[src/rtl/core/bpe_pkg.sv]
// ----------------------------------------------------------------------------
// bpe_pkg
// Shared codes and types of the breakpoint envelope table.
// ----------------------------------------------------------------------------
`default_nettype none

package bpe_pkg;

   localparam int VALUE_W  = 32;
   localparam int FUNC_W   = 3;
   localparam int STATUS_W = 2;

   // operation codes
   localparam logic [FUNC_W-1:0] FUNC_INSERT = 3'd0;
   localparam logic [FUNC_W-1:0] FUNC_UPDATE = 3'd1;
   localparam logic [FUNC_W-1:0] FUNC_REMOVE = 3'd2;
   localparam logic [FUNC_W-1:0] FUNC_EVAL   = 3'd3;
   localparam logic [FUNC_W-1:0] FUNC_CLEAR  = 3'd4;

   // status codes
   localparam logic [STATUS_W-1:0] STATUS_OK        = 2'd0;
   localparam logic [STATUS_W-1:0] STATUS_BAD_INDEX = 2'd1;
   localparam logic [STATUS_W-1:0] STATUS_FULL      = 2'd2;

   // cell operations
   localparam logic [1:0] CELL_HOLD  = 2'd0;
   localparam logic [1:0] CELL_LOAD  = 2'd1;
   localparam logic [1:0] CELL_LEFT  = 2'd2;
   localparam logic [1:0] CELL_RIGHT = 2'd3;

   typedef struct packed {
      logic [1:0] op;
   } cell_ctrl_type;

endpackage

`default_nettype wire

[src/rtl/core/bpe_cell.sv]
// ----------------------------------------------------------------------------
// bpe_cell
// One breakpoint slot: holds a point, shifts to or from its neighbors and
// flags whether it holds a point and its frame lies below the search key.
// ----------------------------------------------------------------------------
`default_nettype none

module bpe_cell #(
   parameter int FRAME_BITS = 40,
   parameter int CNT_W      = 7,
   parameter int SLOT       = 0
) (
   input  wire                             clock,
   input  bpe_pkg::cell_ctrl_type          ctrl,
   input  wire [FRAME_BITS-1:0]            key_frame,
   input  wire signed [bpe_pkg::VALUE_W-1:0] key_value,
   input  wire [CNT_W-1:0]                 count,
   input  wire [FRAME_BITS-1:0]            left_frame,
   input  wire signed [bpe_pkg::VALUE_W-1:0] left_value,
   input  wire [FRAME_BITS-1:0]            right_frame,
   input  wire signed [bpe_pkg::VALUE_W-1:0] right_value,
   output logic [FRAME_BITS-1:0]           frame,
   output logic signed [bpe_pkg::VALUE_W-1:0] value,
   output logic                            below
);

   logic [FRAME_BITS-1:0]              frame_ff, frame_in;
   logic signed [bpe_pkg::VALUE_W-1:0] value_ff, value_in;
   logic                               below_ff, below_in;

   always_comb begin
      frame_in = frame_ff;
      value_in = value_ff;
      case (ctrl.op)
         bpe_pkg::CELL_LOAD: begin
            frame_in = key_frame;
            value_in = key_value;
         end
         bpe_pkg::CELL_LEFT: begin
            frame_in = left_frame;
            value_in = left_value;
         end
         bpe_pkg::CELL_RIGHT: begin
            frame_in = right_frame;
            value_in = right_value;
         end
         default: ;
      endcase
      below_in = (CNT_W'(SLOT) < count) && (frame_ff < key_frame);
   end

   always_ff @(posedge clock) begin
      frame_ff <= frame_in;
      value_ff <= value_in;
      below_ff <= below_in;
   end

   assign frame = frame_ff;
   assign value = value_ff;
   assign below = below_ff;

endmodule

`default_nettype wire

[config.mk]
export PLATFORM = sky130hd
export DESIGN_NAME = bpe_cell
export DESIGN_NICKNAME = d
export VERILOG_FILES = /design/src/rtl/core/bpe_pkg.sv /design/src/rtl/core/bpe_cell.sv
export SDC_FILE = /design/constraint.sdc
export NUM_CORES = 1
export LEC_CHECK = 0
export ABC_AREA = 1
export BUFFER_PORTS_ARGS = -buffer_cell sky130_fd_sc_hd__buf_2
export CORE_MARGIN = 3
export CORE_UTILIZATION = 40
export CTS_CLUSTER_SIZE = 14
export DETAILED_ROUTE_END_ITERATION = 8
export GPL_ROUTABILITY_DRIVEN = 0
export MAX_ROUTING_LAYER = met4
export PLACE_DENSITY = 0.81
export SYNTH_ARGS = -nofsm -noshare
export SYNTH_HDL_FRONTEND = slang
export SYNTH_SLANG_ARGS = --single-unit
[constraint.sdc]
create_clock -name clock -period 1.95 [get_ports clock]
set_input_delay 0.2925 -clock clock [delete_from_list [all_inputs] [get_ports clock]]
set_output_delay 0.2925 -clock clock [all_outputs]
set_load 0.01 [all_outputs]
==> flow_summary.ini, run 1 <==
[pwr]
swShare_pct = 29.6
p_leak_uw = 0.00343
powerDensity_nw_per_um2 = 707
combPwrFrac_pct = 25.3
seq_power_share_pct = 43.0
vdd_drop_max_uv = 423
clkPwrFrac_pct = 31.8
internal_power_uw = 3330
p_switching_uw = 1400

[min_path]
hold_path.class = in2reg

[synthesis]
ys_seq_area_share_pct = 44.5
synth.avg_cell_area_um2 = 8.96
synth_cell_types = 26
synth_cells = 547
synth.top_cell.area_share_pct = 44.1
syn_area_um2 = 4900
synth_edf_count = 72
yosysTopAreaCell = edfxtp_1
synth.area.top_cells = edfxtp_1, nand2_1, nand3_1
synth_flop_cell = edfxtp_1
yosysWarningCount = 0
async_flop_share_pct = 0
syn_nets = 812
synth.top_cells.by_count = nand2_1, nand3_1, edfxtp_1
ys_ff_latch = 73
yosysMostFrequentCell = nand2_1

[detailed_routing]
viasPerCell = 5.05
drt-initial-drc-count = 206
wl_per_cell_um = 16.0
drc = 0
ant_nets = 0
vias = 4951
wl_um = 15700
firstDrtPassIters = 4

[floorplan]
fp.dieArea_um2 = 13600
dieWidth_um = 117
core_um2 = 11700
die_height_um = 117
ios = 299
start_util_pct = 41.8
num_rows = 39

[clock_network]
cts_resized = 0
insertion_delay_ps = 330
clk_pin_slew_worst_paths_ps = 60
cts_buffers = 9
cts_hold_buf = 0
cts_root_buf = clkbuf_16
postCtsSetupBuffers = 0
htree_levels = 3
cts_tree = done
clkSinkCount = 73
cts_max_path_buffers = 2

[layout]
regArea_um2 = 2180
fin_cells = 981
final_cell_area_um2 = 6690
final_nets = 1097
fin_util_pct = 57.1
drive_gt1_share_pct = 41.8
syn_to_final_growth_pct = 36.5
multi_input_area_um2 = 2280
fillers = 1081

[sta]
setup_tns_ps = 0
fin_skew_ps = 3.72
final_max_slew_viol_count = 0
slew_headroom_pct = 33.0
fin_crit_ps = 1610
tightest_slew_ps = 1010
setup_viol = 0
hold_viol = 0
fmax_mhz = 621
rsz0062_at_grt = false
finalCritPeriodShare_pct = 82.6

[placed_design]
dp.cells = 964
hpwl_um = 12100
placed_area_um2 = 6420
port_buffers = 298

[critical_path]
worstPathRequired_ps = 2170
cp-end-kind = register
critPathKind = reg2reg
crit_fanout = 3
start_kind = register
arrival_ps = 1830

[grt]
grt_pass1_wl_um = 23000
grt_antenna_before_repair = 1
grt_overflow = 0
grt_usage_pct = 22.7
grt_max_degree = 91
first_global_vias = 4727

[outcome]
outcome = complete, no violations

[run]
cap_violations = 0
[through the flow]
stage	total power (µW)	worst slack, ps	hold slack [ps]
after floorplan	2700	82.8	482
after CTS	4780	287	222
after global routing	5000	152	233
after global placement	3240	296	568
final	4730	340	237
after detailed placement	3270	273	573
[flip-flops by register name, summed over array words and instances (netlist names)]
register,cells
frame,40
value,32
below,1
[path summary, 6_finish.rpt]
path | startpoint | endpoint | slack, ps | cells after the start
min | left_value[8] | value[8]$_DFFE_PP_ | 240 | 3
min reg2reg | frame[39]$_DFFE_PP_ | below$_DFF_P_ | 820 | 6
max | frame[38]$_DFFE_PP_ | below$_DFF_P_ | 340 | 8
max reg2reg | frame[38]$_DFFE_PP_ | below$_DFF_P_ | 340 | 8
[power by group through the flow]
stage	logic [µW]	clock network, µW	registers (µW)
6_report	1190	1500	2030
5_1_grt	1340	1600	2050
4_1_cts	1210	1540	2030
3_5_place_dp	1200	0	2070
3_3_place_gp	1190	0	2060
2_1_floorplan	544	0	2160
[kinds of logic (layout without fill, tap and decap cells)]
family                   after synthesis  in the layout  synth area share, %
AND/OR/NAND/NOR                      289            289                 25.5
adder cells (fa/ha/maj)               39             39                 9.96
buffers and inverters                 87            377                 9.01
flip-flops                            73             73                 44.5
other                                  0              1                    0
AO/OA/AOI/OAI                         59             59                 11.0
[worst max-delay path, cell delays in order, from the launching register on]
cell and delay, ps:
edfxtp_1 390, ha_1 360, nand2_1 80, nor2_2 150, nand2_1 80, nor2_1 140, nand3b_1 120, a21oi_2 110
nor2_1 60
[layout by cell type, fill, tap and decap left out, drive strengths merged]
cell      instances
buf             305
nand2           157
nand3           109
edfxtp           72
inv              56
o211ai           40
ha               39
nor2             19
a21oi            15
clkbuf           10
clkinvlp          3
clkinv            3
o21ai             2
diode             1
o21a              1
nand4             1
nand3b            1
a21o              1
nor3              1
or2               1
dfxtp             1
[cell type report]
cell class                      count  area share, %
Tap cell                          143           2.67
Clock inverter                      6          0.524
Multi-Input combinational cell    387           34.1
Clock buffer                       10           3.42
Antenna cell                        1         0.0374
Timing Repair Buffer              305           23.5
Sequential cell                    73           32.6
Inverter                           56           3.18
[metal layers]
layer  track usage (%)  up-vias  wire length, µm
li1                  -     2461                -
met1              25.2     2225             5830
met2              38.1      231             7930
met3              5.39       34             1400
met4              11.3        0              571
met5                 -        -                0
No activity file was read; power rests on OpenSTA's default activity.
==> inputs of run 2 (changes only) <==
==> constraint.sdc (replaced) <==
create_clock -name clock -period 1.3 [get_ports clock]
set_input_delay 0.195 -clock clock [delete_from_list [all_inputs] [get_ports clock]]
set_output_delay 0.195 -clock clock [all_outputs]
set_load 0.01 [all_outputs]
==> flow_summary.ini, run 2 (synthesis results as in run 1) <==
[sta]
finalCritPeriodShare_pct = 114
fmax_mhz = 673
setup_viol = 1
tightest_slew_ps = 927
slew_headroom_pct = 38.1
whs_ps = 143
finalWorstSetupSlack_ps = -185
final_max_slew_viol_count = 0
fin_skew_ps = 10.6
hold_viol = 0
rsz0062_at_grt = true
fin_crit_ps = 1490

[detailed_routing]
wl_per_cell_um = 15.9
wl_met3_um = 1330
ant_nets = 0
met1Wirelength_um = 5940
firstDrtPassIters = 5
wl_met2_um = 8260
vias = 5168
drt-initial-drc-count = 343
wl_um = 16100
viasPerCell = 5.09
drc = 0
route.top_layer_used = met4

[critical_path]
critPathBufInv = 1
cp-end-kind = register
worstPathRequired_ps = 1520
critPathKind = reg2reg
critPathSlowestCell = edfxtp_1
start_kind = register
crit_family = flip-flops
crit_fanout = 2
cp_cell_sequence = ha_4 > nand2_2 > inv_2 > nand3_4 > a21oi_2 > nor2_2 > nand2_1 > nand2_1 > nand2_2 > nor2_1
cpPeakStageDelay_ps = 460
arrival_ps = 1700

[grt]
grt_antenna_before_repair = 1
grt_overflow = 0
first_global_vias = 4884
grt_usage_pct = 22.4
grt_max_degree = 73
grt_pass1_wl_um = 23100

[pwr]
vdd_drop_max_uv = 708
total_power_uw = 7560
p_leak_uw = 0.00362
powerDensity_nw_per_um2 = 1050

[layout]
largest_reg_flops = 40
syn_to_final_growth_pct = 47.4
layout_commonest_cell = buf_2
fin_util_pct = 61.7
final_nets = 1130
most-common-layout-cells = buf_2, nand2_1, nand3_1
drive_gt1_share_pct = 47.5

[run]
cap_violations = 0

[floorplan]
ios = 299
dieWidth_um = 117
fp.dieArea_um2 = 13600
start_util_pct = 41.8
core_um2 = 11700
num_rows = 39
die_height_um = 117

[outcome]
violations = setup timing
outcome = finished, violations left

[min_path]
hold_path.class = in2reg

[clock_network]
clkSinkCount = 73
insertion_delay_ps = 330
cts_root_buf = clkbuf_16
clk_pin_slew_worst_paths_ps = 60
cts_tree = done
cts_buffers = 9
cts_max_path_buffers = 2
htree_levels = 3

[placed_design]
port_buffers = 298
hpwl_um = 12200
==> run 2: cell count changes in the layout (fill, tap and decap cells not counted), sizes merged <==
cell      delta
buf         +32
bufinv       +1
clkinvlp     -2
diode        +1
inv          +1
nor2         +1
==> run 2: worst paths after layout <==
kind / startpoint / to / slack [ps] / depth (start not counted)
worst max-delay path: frame[23]$_DFFE_PP_ / below$_DFF_P_ / -190 / 10
worst min register to register: frame[39]$_DFFE_PP_ / below$_DFF_P_ / 830 / 6
worst max register to register: frame[23]$_DFFE_PP_ / below$_DFF_P_ / -190 / 10
worst min-delay path: left_value[3] / value[3]$_DFFE_PP_ / 140 / 3
==> run 2: stage by stage <==
stage	setup TNS, ps	area (µm²)	setup slack, ps	instances
final	-185	7220	-185	1015
after global routing	-304	7220	-304	1014
after CTS	-234	7060	-213	1013
after detailed placement	-14620	6680	-259	993
after global placement	-13450	6680	-261	993
after floorplan	-5730	4920	-88.7	547
==> run 2: tightest hold or removal path: cells and delay by family <==
family	cells	cell delay [ps]
buf+inv	1	70
simple gates	2	90
==> run 2: where the power goes <==
group          internal [µW]  switching [µW]
sequential              2930             132
combinational            966            1110
clock                   1470             949
==> run 2: cell type report <==
cell class                 instances  area (µm²)
sequential                        73        2180
clock inverter                     6        57.6
clock buffer                      10         229
antenna                            2        5.00
tap                              143         179
multi-input combinational        388        2510
fill                            1017        4490
inverter                          56         213
timing repair buffer             337        1840
==> run 2: routing by layer <==
layer | vias to the layer above | track usage, %
met5 | - | -
met4 | 0 | 9.71
met3 | 41 | 3.68
met2 | 284 | 38.0
met1 | 2314 | 26.1
li1 | 2529 | -
==> run 2: what timing repair did <==
| action | CTS | global route |
|---|---|---|
| setup endpoints to repair | 1 | 25 |
| cloned | 0 | 1 |
| pin swaps | 14 | 16 |
| gates resized for setup | 15 | 24 |
| hold buffers | 0 | 0 |
| buffers inserted | 4 | 0 |
