===== src/rtl/core/bpe_div.sv =====
// ----------------------------------------------------------------------------
// bpe_div
// Restoring fraction divider: floor(num * 2^FRAC_BITS / den), saturating at
// one when num reaches den. One quotient bit per cycle.
// ----------------------------------------------------------------------------
`default_nettype none

module bpe_div #(
   parameter int NUM_W     = 40,
   parameter int FRAC_BITS = 16
) (
   input  wire                  clock,
   input  wire                  reset,
   input  wire                  start,
   input  wire [NUM_W-1:0]      num,
   input  wire [NUM_W-1:0]      den,
   output logic                 done,
   output logic [FRAC_BITS:0]   quot
);

   localparam int CNT_W = $clog2(FRAC_BITS + 1);

   logic               busy_ff, busy_in;
   logic               done_ff, done_in;
   logic [CNT_W-1:0]   cnt_ff, cnt_in;
   logic [NUM_W-1:0]   rem_ff, rem_in;
   logic [NUM_W-1:0]   den_ff, den_in;
   logic [FRAC_BITS:0] quo_ff, quo_in;
   logic [NUM_W:0]     shifted;
   logic               ge;

   always_comb begin
      busy_in = busy_ff;
      done_in = 1'b0;
      cnt_in  = cnt_ff;
      rem_in  = rem_ff;
      den_in  = den_ff;
      quo_in  = quo_ff;
      shifted = {rem_ff, 1'b0};
      ge      = shifted >= {1'b0, den_ff};
      if (start) begin
         den_in = den;
         if (num >= den) begin
            quo_in  = (FRAC_BITS+1)'(1) << FRAC_BITS;
            done_in = 1'b1;
         end else begin
            rem_in  = num;
            quo_in  = '0;
            cnt_in  = CNT_W'(FRAC_BITS);
            busy_in = 1'b1;
         end
      end else if (busy_ff) begin
         rem_in = ge ? NUM_W'(shifted - {1'b0, den_ff}) : shifted[NUM_W-1:0];
         quo_in = {quo_ff[FRAC_BITS-1:0], ge};
         cnt_in = cnt_ff - CNT_W'(1);
         if (cnt_ff == CNT_W'(1)) begin
            busy_in = 1'b0;
            done_in = 1'b1;
         end
      end
   end

   always_ff @(posedge clock) begin
      if (reset) begin
         busy_ff <= 1'b0;
         done_ff <= 1'b0;
         cnt_ff  <= '0;
      end else begin
         busy_ff <= busy_in;
         done_ff <= done_in;
         cnt_ff  <= cnt_in;
      end
      rem_ff <= rem_in;
      den_ff <= den_in;
      quo_ff <= quo_in;
   end

   assign done = done_ff;
   assign quot = quo_ff;

endmodule

`default_nettype wire


===== config.mk =====
export PLATFORM = sky130hd
export DESIGN_NAME = bpe_div
export DESIGN_NICKNAME = d
export VERILOG_FILES = /design/src/rtl/core/bpe_div.sv
export SDC_FILE = /design/constraint.sdc
export NUM_CORES = 1
export LEC_CHECK = 0
export BUFFER_PORTS_ARGS = -buffer_cell sky130_fd_sc_hd__buf_2
export CAP_MARGIN = 20
export CELL_PAD_IN_SITES_DETAIL_PLACEMENT = 1
export CELL_PAD_IN_SITES_GLOBAL_PLACEMENT = 1
export CORE_ASPECT_RATIO = 0.9
export CORE_UTILIZATION = 46
export DETAILED_ROUTE_END_ITERATION = 10
export PLACE_DENSITY_LB_ADDON = 0.1
export RECOVER_POWER = 25
export REMOVE_ABC_BUFFERS = 1
export SLEW_MARGIN = 30
export SYNTH_ARGS = -nofsm -noshare
export SYNTH_HDL_FRONTEND = slang
export SYNTH_SLANG_ARGS = --single-unit

===== constraint.sdc =====
create_clock -name clock -period 3.4 [get_ports clock]
set_input_delay 0.17 -clock clock [delete_from_list [all_inputs] [get_ports clock]]
set_output_delay 0.17 -clock clock [all_outputs]
set_load 0.05 [all_outputs]

==> results of run 1 <==
-- state kept, by name, summed over array words and instances (netlist names) --
signal,flops
den_ff,40
rem_ff,40
quot,17
cnt_ff,5
busy_ff,1
done,1
-- final cells by class --
type	instances	area (sq um)
Multi-Input combinational cell	598	4290
Tap cell	207	259
Clock inverter	6	56.3
Inverter	98	368
Clock buffer	10	229
Fill cell	1902	7120
Timing Repair Buffer	153	1030
Sequential cell	104	3050
-- logic make-up (layout without fill, tap and decap cells) --
| family | count (synthesis) | count (layout) |
|---|---|---|
| AOI/OAI and AO/OA | 229 | 229 |
| muxes | 19 | 19 |
| adders and majority gates | 83 | 83 |
| and+or+nand+nor | 235 | 235 |
| buffers and inverters | 130 | 267 |
| xor gates and xnor gates | 32 | 32 |
| DFF | 104 | 104 |
-- power breakdown --
group	internal, W	leakage [nW]	switching, W
Clock	0.000518	0.143	0.000532
Sequential	0.00166	1.02	0.000107
Combinational	0.00107	3.05	0.00156
Total	0.00325	4.21	0.00220
-- metal layers --
layer / vias to the layer above / GRT usage
li1: 3279 / -
met1: 3324 / 0.334
met2: 132 / 0.471
met3: 32 / 0.0388
met4: 0 / 0.0802
met5: - / 0
-- cell usage after synthesis, types with 3 or more instances --
master	count
o21bai_1	4
nand2b_1	5
o21ai_0	25
buf_2	9
o21ai_1	7
or2_2	5
and3_1	8
nor2_1	48
nand3_1	19
xnor2_1	18
nor3b_1	8
clkbuf_1	17
and2_1	10
nand4_1	21
edfxtp_1	97
a311oi_1	3
o211ai_1	5
a31oi_1	12
a21oi_1	80
or4_1	3
a21o_1	35
mux2i_1	19
dfxtp_1	7
o311ai_1	7
buf_6	3
inv_1	97
a221o_1	8
xor2_1	14
nand2_1	62
nor3_1	11
ha_1	82
nor2b_1	26
a211oi_1	3
o21a_1	8
-- worst max-delay path, cell delays in order --
cell and delay [ns]:
dlygate4sd3_1 0.53, buf_2 0.11, inv_1 0.04, ha_1 0.28, a21o_1 0.19, a21o_1 0.19, a21oi_1 0.21, o21ai_0 0.23
a2111o_1 0.49, o211ai_1 0.26, nand2_1 0.17, inv_1 0.23, clkbuf_16 0.25
-- path summary, 6_finish.rpt --
path | end | cells after the start | slack [ns] | from
worst max-delay path | rem_ff[38] | 13 | 0.12 | den[17]
worst min-delay path | cnt_ff[0] | 2 | 0.06 | reset
worst max register to register | rem_ff[32] | 10 | 0.13 | rem_ff[10]
worst min register to register | cnt_ff[4] | 1 | 0.48 | cnt_ff[4]
-- timing repair --
| action | 4_1_cts | 5_1_grt |
|---|---|---|
| resized for setup | 1 | 7 |
| endpoints found under the setup margin | 1 | 28 |
| setup buffers | 0 | 1 |
| hold buffers | 38 | 0 |
| cloned | 0 | 1 |
| endpoints found under the hold margin | 38 | 0 |
| pin swaps | 0 | 1 |
-- per-stage QoR --
step / area, sq um / worst slack, ns
final: 9290 / 0.121
after global routing: 9290 / 0.000424
after CTS: 9260 / 0.0415
after detailed placement: 8590 / 0.0204
after global placement: 8590 / 0.195
after floorplan: 7680 / -0.0225
==> out/results.tsv, run 1 <==
stage	metric	value	unit
drt	met2_length	11.1	mm
place	dp.cells	1120	
global_route	grt_start_max_net_pins	60	
setup_path	critical_path_required	3.47	ns
global_route	grt_pass1_vias	7297	
cts	path_clk_slew	0.08	ns
synth	synth_xor_area_frac	0.0357	
timing	setup_viol	0	
power	power	0.00544	W
place	dpl.hpwl	16.5	mm
cts	cts_buffers	9	
cts	cts_buffer_depth	2	
synth	synthMuxAreaShare	0.0242	
drt	drc	0	
die	core_area	16400	sq um
drt	vias	6767	
place	port-buffer-count	100	
finish	fin_util	0.566	
global_route	grt_overflow_total	0	
drt	first_pass_iters	5	
cts	h-tree-depth	3	
synth	syn_area_per_cell	9.43	sq um
setup_path	crit_arrival	3.35	ns
synth	ys_top_cells_by_area	edfxtp_1 (37%), ha_1 (13%), a21oi_1 (5.1%)	
die	num_rows	44	
timing	post-route-period-util	0.964	
cts	cts_tree	done	
global_route	grt_use_total	0.265	
global_route	antenna_found_initial	0	
die	dieArea	17600	sq um
global_route	grt_pass1_wl	36.7	mm
finish	layout-drive-gt1-share	0.137	
finish	final_cell_mix	inv_1 (97), edfxtp_1 (97), a21oi_1 (80), ha_1 (78), buf_2 (70)	
timing	max_freq	305	MHz
synth	yosysTopAreaCell	edfxtp_1	
setup_path	start_kind	input port	
die	start_util	0.478	
timing	rsz0062_at_grt	false	
synth	ys_seq_area_frac	0.389	
synth	synthAdderAreaFrac	0.133	
synth	synth-seq-cells	104	
die	die_h	126	um
synth	yosys_warnings	0	
power	p_per_area	586	nW/um^2
finish	synthToLayoutAreaGrowth	18.4	%
finish	nets	1130	
synth	syn_area	7850	sq um
synth	synth_top_family_by_area	compound AO/OA/AOI/OAI gates	
setup_path	crit_fanout	20	
synth	synthArstFlopShare	0	
synth	synth_enable_flop_cells	97	
synth	synth_simple_gate_area_frac	0.152	
drt	wl_per_cell	19.1	um
drt	routed-wl-met3	840	um
timing	maxSlewHeadroom	0.561	
timing	final.setup.tns	0	ns
setup_path	endpoint_kind	flip-flop	
synth	synth_top_area_frac	0.371	
drt	routed_wl	22.4	mm
drt	first_iter_violations	374	
cts	cts_sinks	104	
die	die_x	140	um
place	place_congestion	0.873	
power	vdd_drop_max	0.000256	V
timing	timing.final.crit_period	3.28	ns
cts	root_buffer	clkbuf_16	
synth	synth_compound_area_frac	0.198	
cts	clk-insertion-delay-late	0.37	ns
timing	hold_viol	0	
die	pin_count	101	
setup_path	critPathKind	in -> reg	
power	leakagePower	4.21	nW
timing	finalHoldWorstSlack	0.0565	ns
drt	wl_met1	10.1	mm
synth	synth.distinct_cells	72	
finish	num_antenna_cells	0	
drt	viasPerCell	5.75	
finish	final_cells	1176	
drt	routed.top_layer	met4	
synth	synth_cells	832	
job	drv_cap	0	
synth	synth_ff_type	edfxtp_1	
min_path	hold_path_class	in -> reg	
status	status	completed	
timing	drv_slew	0	
timing	worst_pin_slew	0.658	ns
timing	fin_skew	0.0109	ns
drt	ant_nets	0	
Power figures use the tool's default switching activity.
==> run 2: changes to the inputs <==
--- a/config.mk
+++ b/config.mk
@@ -5,12 +5,13 @@
 export SDC_FILE = /design/constraint.sdc
 export NUM_CORES = 1
 export LEC_CHECK = 0
+export ABC_AREA = 1
 export BUFFER_PORTS_ARGS = -buffer_cell sky130_fd_sc_hd__buf_2
 export CAP_MARGIN = 20
 export CELL_PAD_IN_SITES_DETAIL_PLACEMENT = 1
 export CELL_PAD_IN_SITES_GLOBAL_PLACEMENT = 1
-export CORE_ASPECT_RATIO = 0.9
-export CORE_UTILIZATION = 46
+export CORE_ASPECT_RATIO = 0.7
+export CORE_UTILIZATION = 44
 export DETAILED_ROUTE_END_ITERATION = 10
 export PLACE_DENSITY_LB_ADDON = 0.1
 export RECOVER_POWER = 25
==> run 2 against run 1 <==
Cell count up 35%. Global-route usage grew 1.8 points. Sequential power decreased by 6%. Area after synthesis rose by 9.0%. Worst setup slack better by 0.50 ns. Via count is 19% higher. Utilization down 3.9 points. Fmax rose by 18%. Register-to-register slack improved by 0.49 ns. Sequential share of layout area decreased by 2.3 points. Non-clock buffer count is 8 lower. Critical path depth did not move. Largest cell class unchanged.
==> out/results.tsv, run 2 <==
stage	metric	value	unit	change
status	status	completed		
setup_path	crit_fanout	40		+100%
min_path	hold_path_class	in -> reg		
synth	synth.distinct_cells	44		-39%
finish	synthToLayoutAreaGrowth	16.9	%	
timing	drv_slew	0		unchanged
synth	synth_ff_type	edfxtp_1		
finish	fin_util	0.527		-0.0392
timing	setup_viol	0		unchanged
cts	h-tree-depth	3		unchanged
power	p_per_area	488	nW/um^2	-17%
global_route	grt_overflow_total	0		unchanged
synth	yosys_warnings	0		unchanged
timing	timing.final.crit_period	2.78	ns	-0.499 ns
setup_path	critical_path_required	3.54	ns	+0.07 ns
setup_path	crit_top_cell	nand2_1		
global_route	grt_start_max_net_pins	52		-13%
power	leakagePower	5.02	nW	+19%
setup_path	cp_num_buf_inv	1		-4
timing	hold_viol	0		unchanged
power	p_switching	0.00200	W	-9.1%
setup_path	start_kind	flip-flop		
setup_path	endpoint_kind	flip-flop		
power	vdd_drop_max	0.000298	V	+17%
synth	ys_seq_area_frac	0.357		-0.0322
synth	synth_common_cells	nand2_1 (396), inv_1 (194), edfxtp_1 (97)		
setup_path	crit_slowest_cell	edfxtp_1		
timing	fin_skew	0.0123	ns	+0.00139 ns
synth	syn_area	8550	sq um	+9.0%
global_route	grt_pass1_vias	8386		+15%
timing	rsz0062_at_grt	false		
power	p_clk_frac	0.235		+0.042
drt	vias	8026		+19%
drt	drc	0		unchanged
timing	fin_ws	0.620	ns	+0.499 ns
die	num_rows	42		-4.5%
finish	num_antenna_cells	0		unchanged
die	die_x	169	um	+21%
timing	max_freq	360	MHz	+18%
synth	yosysMostFrequentCell	nand2_1		
finish	final_common_cell	nand2_1		
cts	cts_sinks	104		unchanged
power	p_sw_frac	0.409		+0.00562
die	core_area	19000	sq um	+16%
synth	synth_top_area_frac	0.341		-0.0307
finish	layout-drive-gt1-share	0.0971		-0.0401
die	pin_count	101		unchanged
synth	synthArstFlopShare	0		unchanged
finish	nets	1479		+31%
power	cell_internal_pwr	0.00288	W	-11%
timing	final.setup.tns	0	ns	unchanged
drt	first_pass_iters	4		-1
drt	ant_nets	0		unchanged
global_route	grt_use_total	0.283		+0.0179
timing	worst_pin_slew	0.794	ns	+0.136 ns
place	placedInstanceArea	9320	sq um	+8.4%
cts	cts_tree	done		
global_route	antenna_found_initial	0		unchanged
cts	path_clk_slew	0.08	ns	about the same
synth	ys_top_cells_by_area	edfxtp_1 (34%), nand2_1 (17%), ha_1 (12%)		
synth	syn_area_per_cell	7.27	sq um	-23%
drt	first_iter_violations	524		+40%
finish	final_area	10000	sq um	+7.6%
die	die_h	119	um	-5.8%
synth	synth-seq-cells	104		unchanged
synth	synth_cells	1176		+41%
drt	viasPerCell	5.07		-12%
setup_path	critPathKind	reg -> reg		
synth	yosysTopAreaCell	edfxtp_1		
drt	routed_wl	26.5	mm	+18%
job	drv_cap	0		unchanged
global_route	grt_pass1_wl	43.8	mm	+20%
cts	root_buffer	clkbuf_16		
setup_path	crit_arrival	2.92	ns	-0.43 ns
place	place_worst_setup_slack	0.649	ns	+0.628 ns
die	dieArea	20000	sq um	+14%
cts	cts_buffers	9		unchanged
cts	post-cts-setup-buffers	0		unchanged
power	combinationalPowerShare	0.423		-0.060
die	start_util	0.451		-0.0273
synth	synth_enable_flop_cells	97		unchanged
setup_path	max_stage_delay	0.41	ns	-0.12 ns
finish	final_cell_mix	nand2_1 (396), inv_1 (194), edfxtp_1 (97), nor2_1 (91), ha_1 (82)		
cts	cts_buffer_depth	2		unchanged
timing	post-route-period-util	0.818		-0.147
timing	maxSlewHeadroom	0.469		-0.0914
power	p_seq_frac	0.342		+0.017
place	dpl.hpwl	21.1	mm	+28%
cts	clk-insertion-delay-late	0.38	ns	about the same
drt	wl_per_cell	16.7	um	-12%
cts	cts_resized	0		-1
place	port-buffer-count	100		unchanged
place	place_congestion	0.949		+8.6%
setup_path	crit_chain	ha_1 -> nand2_1 -> inv_1 -> a21oi_1 -> nand2_2 -> nand2_2 -> nand3_4 -> nand2_8 -> nand2_8 -> nand2_4 -> nand2_1 -> nand2_1 -> nand2_1		
setup_path	cp_top_family	simple AND/OR/NAND/NOR gates		
-- run 2: cell count changes in the layout (fill, tap and decap cells not counted), moves of 9 or more --
cell      previous run  this run
inv_1               97       194
xor2_1              14         4
nor2b_1             26         0
nand3b_1             1        33
a21o_1              35         5
a31oi_1             12         1
nand4_1             21         8
mux2i_1             19         0
nand2_2              1        10
a21oi_1             80        70
nor2_1              48        91
nand2_1             62       396
nand3_1             19        62
-- run 2: layout make-up --
cell class	instances	area, sq um
clock buffers	9	225
clock inverters	7	88.8
fillers	2462	8970
inverters	199	747
multi-input cells	854	4630
flip-flops and latches	104	3050
well taps	264	330
repair buffers	145	920
-- run 2: final timing paths --
| path | from | end | slack [ns] | cells past startpoint |
|---|---|---|---|---|
| setup reg to reg | rem_ff[7] | rem_ff[33] | 0.62 | 13 |
| hold / removal | reset | cnt_ff[1] | 0.06 | 2 |
| hold reg to reg | cnt_ff[1] | cnt_ff[1] | 0.49 | 2 |
| setup / recovery | rem_ff[7] | rem_ff[33] | 0.62 | 13 |
-- run 2: per-stage QoR --
stage	instances	total power [W]	hold slack, ns
2_1_floorplan	1157	0.00308	0.239
3_3_place_gp	1526	0.00364	0.362
3_5_place_dp	1526	0.00370	0.364
4_1_cts	1582	0.00489	0.0409
5_1_grt	1582	0.00521	0.0701
6_report	1582	0.00488	0.0573
-- run 2: worst reg2reg max path, stage by stage, from the launching register on --
cell and delay (ns):
edfxtp_1 0.41, ha_1 0.38, nand2_1 0.13, inv_1 0.05
a21oi_1 0.29, nand2_2 0.14, nand2_2 0.10, nand3_4 0.10
nand2_8 0.23, nand2_8 0.24, nand2_4 0.26, nand2_1 0.09
nand2_1 0.07, nand2_1 0.06
-- run 2: cell families (layout without fill, tap and decap cells) --
group | count (synthesis) | in the layout | share of synthesized area
AND/OR/NAND/NOR | 622 | 622 | 0.315
buffers and inverters | 218 | 360 | 0.102
AO/OA/AOI/OAI | 128 | 128 | 0.0824
flip-flops | 104 | 104 | 0.357
adder cells (fa/ha/maj) | 83 | 83 | 0.122
XOR/XNOR | 21 | 21 | 0.0215
-- run 2: power groups by stage --
| stage | combinational (W) | clock (W) | sequential [W] |
|---|---|---|---|
| 2_1_floorplan | 0.00133 | 0 | 0.00175 |
| 3_3_place_gp | 0.00195 | 0 | 0.00169 |
| 3_5_place_dp | 0.00201 | 0 | 0.00170 |
| 4_1_cts | 0.00206 | 0.00116 | 0.00167 |
| 5_1_grt | 0.00232 | 0.00121 | 0.00168 |
| 6_report | 0.00207 | 0.00115 | 0.00167 |
-- run 2: metal layers --
metal	up-vias	track usage	wire length [um]	share of wire
met5	-	0	0	0
met4	0	0.0563	243	0.0092
met3	17	0.0489	1080	0.041
met2	145	0.438	11300	0.43
met1	3819	0.414	13800	0.52
li1	4045	-	-	-
-- run 2: timing repair --
| item | CTS | global route |
|---|---|---|
| endpoints found under the hold margin | 40 | 0 |
| hold buffers | 40 | 0 |
| endpoints found under the setup margin | 0 | 0 |
==> run 3: changes to the inputs <==
--- a/config.mk
+++ b/config.mk
@@ -11,7 +11,7 @@
 export CELL_PAD_IN_SITES_DETAIL_PLACEMENT = 1
 export CELL_PAD_IN_SITES_GLOBAL_PLACEMENT = 1
 export CORE_ASPECT_RATIO = 0.7
-export CORE_UTILIZATION = 44
+export CORE_UTILIZATION = 39
 export DETAILED_ROUTE_END_ITERATION = 10
 export PLACE_DENSITY_LB_ADDON = 0.1
 export RECOVER_POWER = 25
==> constraint.sdc (replaced) <==
create_clock -name clock -period 2.5 [get_ports clock]
set_input_delay 0.125 -clock clock [delete_from_list [all_inputs] [get_ports clock]]
set_output_delay 0.125 -clock clock [all_outputs]
set_load 0.05 [all_outputs]
==> run 3 against run 2 <==
Register-to-register slack worse by 0.60 ns. Fmax is 12% higher. Utilization rose by 0.11 points. Cell count grew 4.1%. Die area is 13% higher. Worst setup slack worse by 0.60 ns. Critical path type unchanged. Critical endpoint is now rem_ff[12]. Largest power group unchanged. Highest routed layer unchanged.
==> out/results.tsv, run 3 (synthesis gave the netlist of run 2 again) <==
stage	metric	value	unit	change
cts	cts_sinks	104		unchanged
power	p_seq_frac	0.309		-0.033
finish	final_common_cell	nand2_1		
place	placedInstanceArea	9700	sq um	+4.1%
timing	hold_viol	0		unchanged
timing	timing.final.crit_period	2.48	ns	-0.296 ns
place	dpl.hpwl	21.7	mm	+2.9%
global_route	grt_use_total	0.250		-0.0336
timing	final.setup.tns	0	ns	unchanged
die	start_util	0.406		-0.0452
die	pin_count	101		unchanged
timing	finalHoldWorstSlack	0.0397	ns	-0.0176 ns
drt	viasPerCell	5.05		-0.46%
drt	wl_per_cell	17.4	um	+4.2%
timing	setup_viol	0		unchanged
drt	routed_wl	28.7	mm	+8.5%
setup_path	r2r_start	rem_ff[21]		
cts	cts_buffer_depth	2		unchanged
place	port-buffer-count	100		unchanged
setup_path	rr_worst_depth	14		+1
power	p_clk_frac	0.217		-0.018
global_route	grt_pass1_wl	43.2	mm	-1.5%
setup_path	crit_arrival	2.62	ns	-0.30 ns
die	num_rows	44		+4.8%
min_path	min_to	rem_ff[10]		
status	status	completed		
finish	num_antenna_cells	0		unchanged
power	p_switching	0.00298	W	+49%
cts	cts_buffers	9		unchanged
drt	ant_nets	0		unchanged
timing	maxSlewHeadroom	0.428		-0.0410
setup_path	endpoint_kind	flip-flop		
drt	drc	0		unchanged
timing	drv_slew	0		unchanged
global_route	grt_pass1_vias	8267		-1.4%
drt	vias	8317		+3.6%
drt	first_pass_iters	5		+1
setup_path	crit_slowest_cell	edfxtp_1		
timing	post-route-period-util	0.994		+0.176
setup_path	critical_path_required	2.63	ns	-0.91 ns
setup_path	crit_fanout	10		-75%
finish	final_cell_mix	nand2_1 (377), inv_1 (193), edfxtp_1 (97), nor2_1 (76), buf_2 (72)		
setup_path	timing.reg2reg.setup_slack	0.02	ns	-0.60 ns
power	cell_internal_pwr	0.00447	W	+55%
power	leakagePower	5.36	nW	+6.9%
power	vdd_drop_max	0.000413	V	+38%
finish	fillers	2704		+9.8%
die	dieArea	22500	sq um	+13%
setup_path	max_stage_delay	0.46	ns	+0.05 ns
drt	first_iter_violations	485		-7.4%
cts	cts_tree	done		
cts	h-tree-depth	3		unchanged
place	place_worst_setup_slack	-0.0229	ns	-0.671 ns
timing	worst_pin_slew	0.856	ns	+0.0614 ns
finish	layout-drive-gt1-share	0.196		+0.0991
setup_path	crit_chain	ha_4 -> buf_4 -> nand2_2 -> nor2_4 -> inv_2 -> nor2_4 -> nand4_1 -> o21ai_2 -> nor2_4 -> nand2_8 -> clkbuf_16 -> nand2_1 -> nand3_1 -> nand2_1		
min_path	hold_path_class	in -> reg		
cts	root_buffer	clkbuf_16		
power	p_sw_frac	0.400		-0.00897
die	die_h	126	um	+6.1%
cts	clk-insertion-delay-late	0.38	ns	about the same
place	place_congestion	0.906		-4.5%
job	drv_cap	0		unchanged
setup_path	start_kind	flip-flop		
finish	synthToLayoutAreaGrowth	30.2	%	
setup_path	critPathKind	reg -> reg		
die	die_x	179	um	+6.1%
min_path	hp-start	num[10]		
die	core_area	21100	sq um	+11%
setup_path	crit_top_cell	nor2_4		
timing	fin_skew	0.00618	ns	-0.00611 ns
power	p_per_area	670	nW/um^2	+37%
power	combinationalPowerShare	0.473		+0.050
finish	nets	1532		+3.6%
min_path	hold-path-cell-count	3		+1
timing	max_freq	403	MHz	+12%
global_route	antenna_found_initial	0		unchanged
global_route	grt_start_max_net_pins	53		+1.9%
finish	final_area	11100	sq um	+11%
cts	path_clk_slew	0.08	ns	about the same
timing	fin_ws	0.0158	ns	-0.604 ns
global_route	grt_overflow_total	0		unchanged
setup_path	timing.rr.end	rem_ff[12]		
[run 3: final cells by class]
type	count	area, sq um	share of cell area
Clock buffer	9	225	0.0202
Clock inverter	7	101	0.00910
Inverter	199	747	0.0671
Multi-Input combinational cell	854	5200	0.467
Sequential cell	104	3050	0.274
Tap cell	276	345	0.0310
Timing Repair Buffer	198	1460	0.131
[run 3: worst max-delay path by stage]
stage,from,endpoint,depth (start not counted)
after floorplan,den[31],cnt_ff[4],12
after global placement,rem_ff[6],rem_ff[34],12
after detailed placement,rem_ff[19],rem_ff[37],13
after CTS,rem_ff[6],rem_ff[23],11
after global routing,rem_ff[21],rem_ff[20],14
final,rem_ff[21],rem_ff[12],14
[run 3: power groups by stage]
stage                     Sequential [W]  Clock (W)  Combinational (W)
after floorplan                  0.00238          0            0.00180
after global placement           0.00230          0            0.00290
after detailed placement         0.00230          0            0.00297
after CTS                        0.00227    0.00165            0.00306
after global routing             0.00233    0.00171            0.00387
final                            0.00231    0.00162            0.00353
[run 3: repair_timing]
| item | in CTS | in global routing |
|---|---|---|
| pin swaps | 0 | 10 |
| endpoints found under the hold margin | 41 | 0 |
| endpoints found under the setup margin | 24 | 81 |
| gates cloned | 0 | 5 |
| buffers inserted | 0 | 5 |
| hold buffers | 41 | 0 |
| gates resized for setup | 10 | 108 |
[run 3: metrics by stage]
stage / util / cells / power, W
after floorplan: - / 1157 / 0.00419
after global placement: 0.460 / 1580 / 0.00520
after detailed placement: 0.460 / 1580 / 0.00527
after CTS: 0.496 / 1637 / 0.00697
after global routing: 0.528 / 1647 / 0.00791
final: 0.528 / 1647 / 0.00746
[run 3: metal layers]
| metal | part of all wire | global-route usage |
|---|---|---|
| met5 | 0 | 0 |
| met1 | 0.53 | 0.379 |
| met2 | 0.42 | 0.374 |
| met3 | 0.040 | 0.0353 |
| met4 | 0.0087 | 0.0474 |
[run 3: worst max-delay path: cells and delay by family (launching register included)]
kind	cells	cell delay [ns]
adders and majority gates	1	0.32
AOI/OAI and AO/OA	1	0.19
DFF	1	0.46
and+or+nand+nor	9	0.88
buffers and inverters	3	0.37
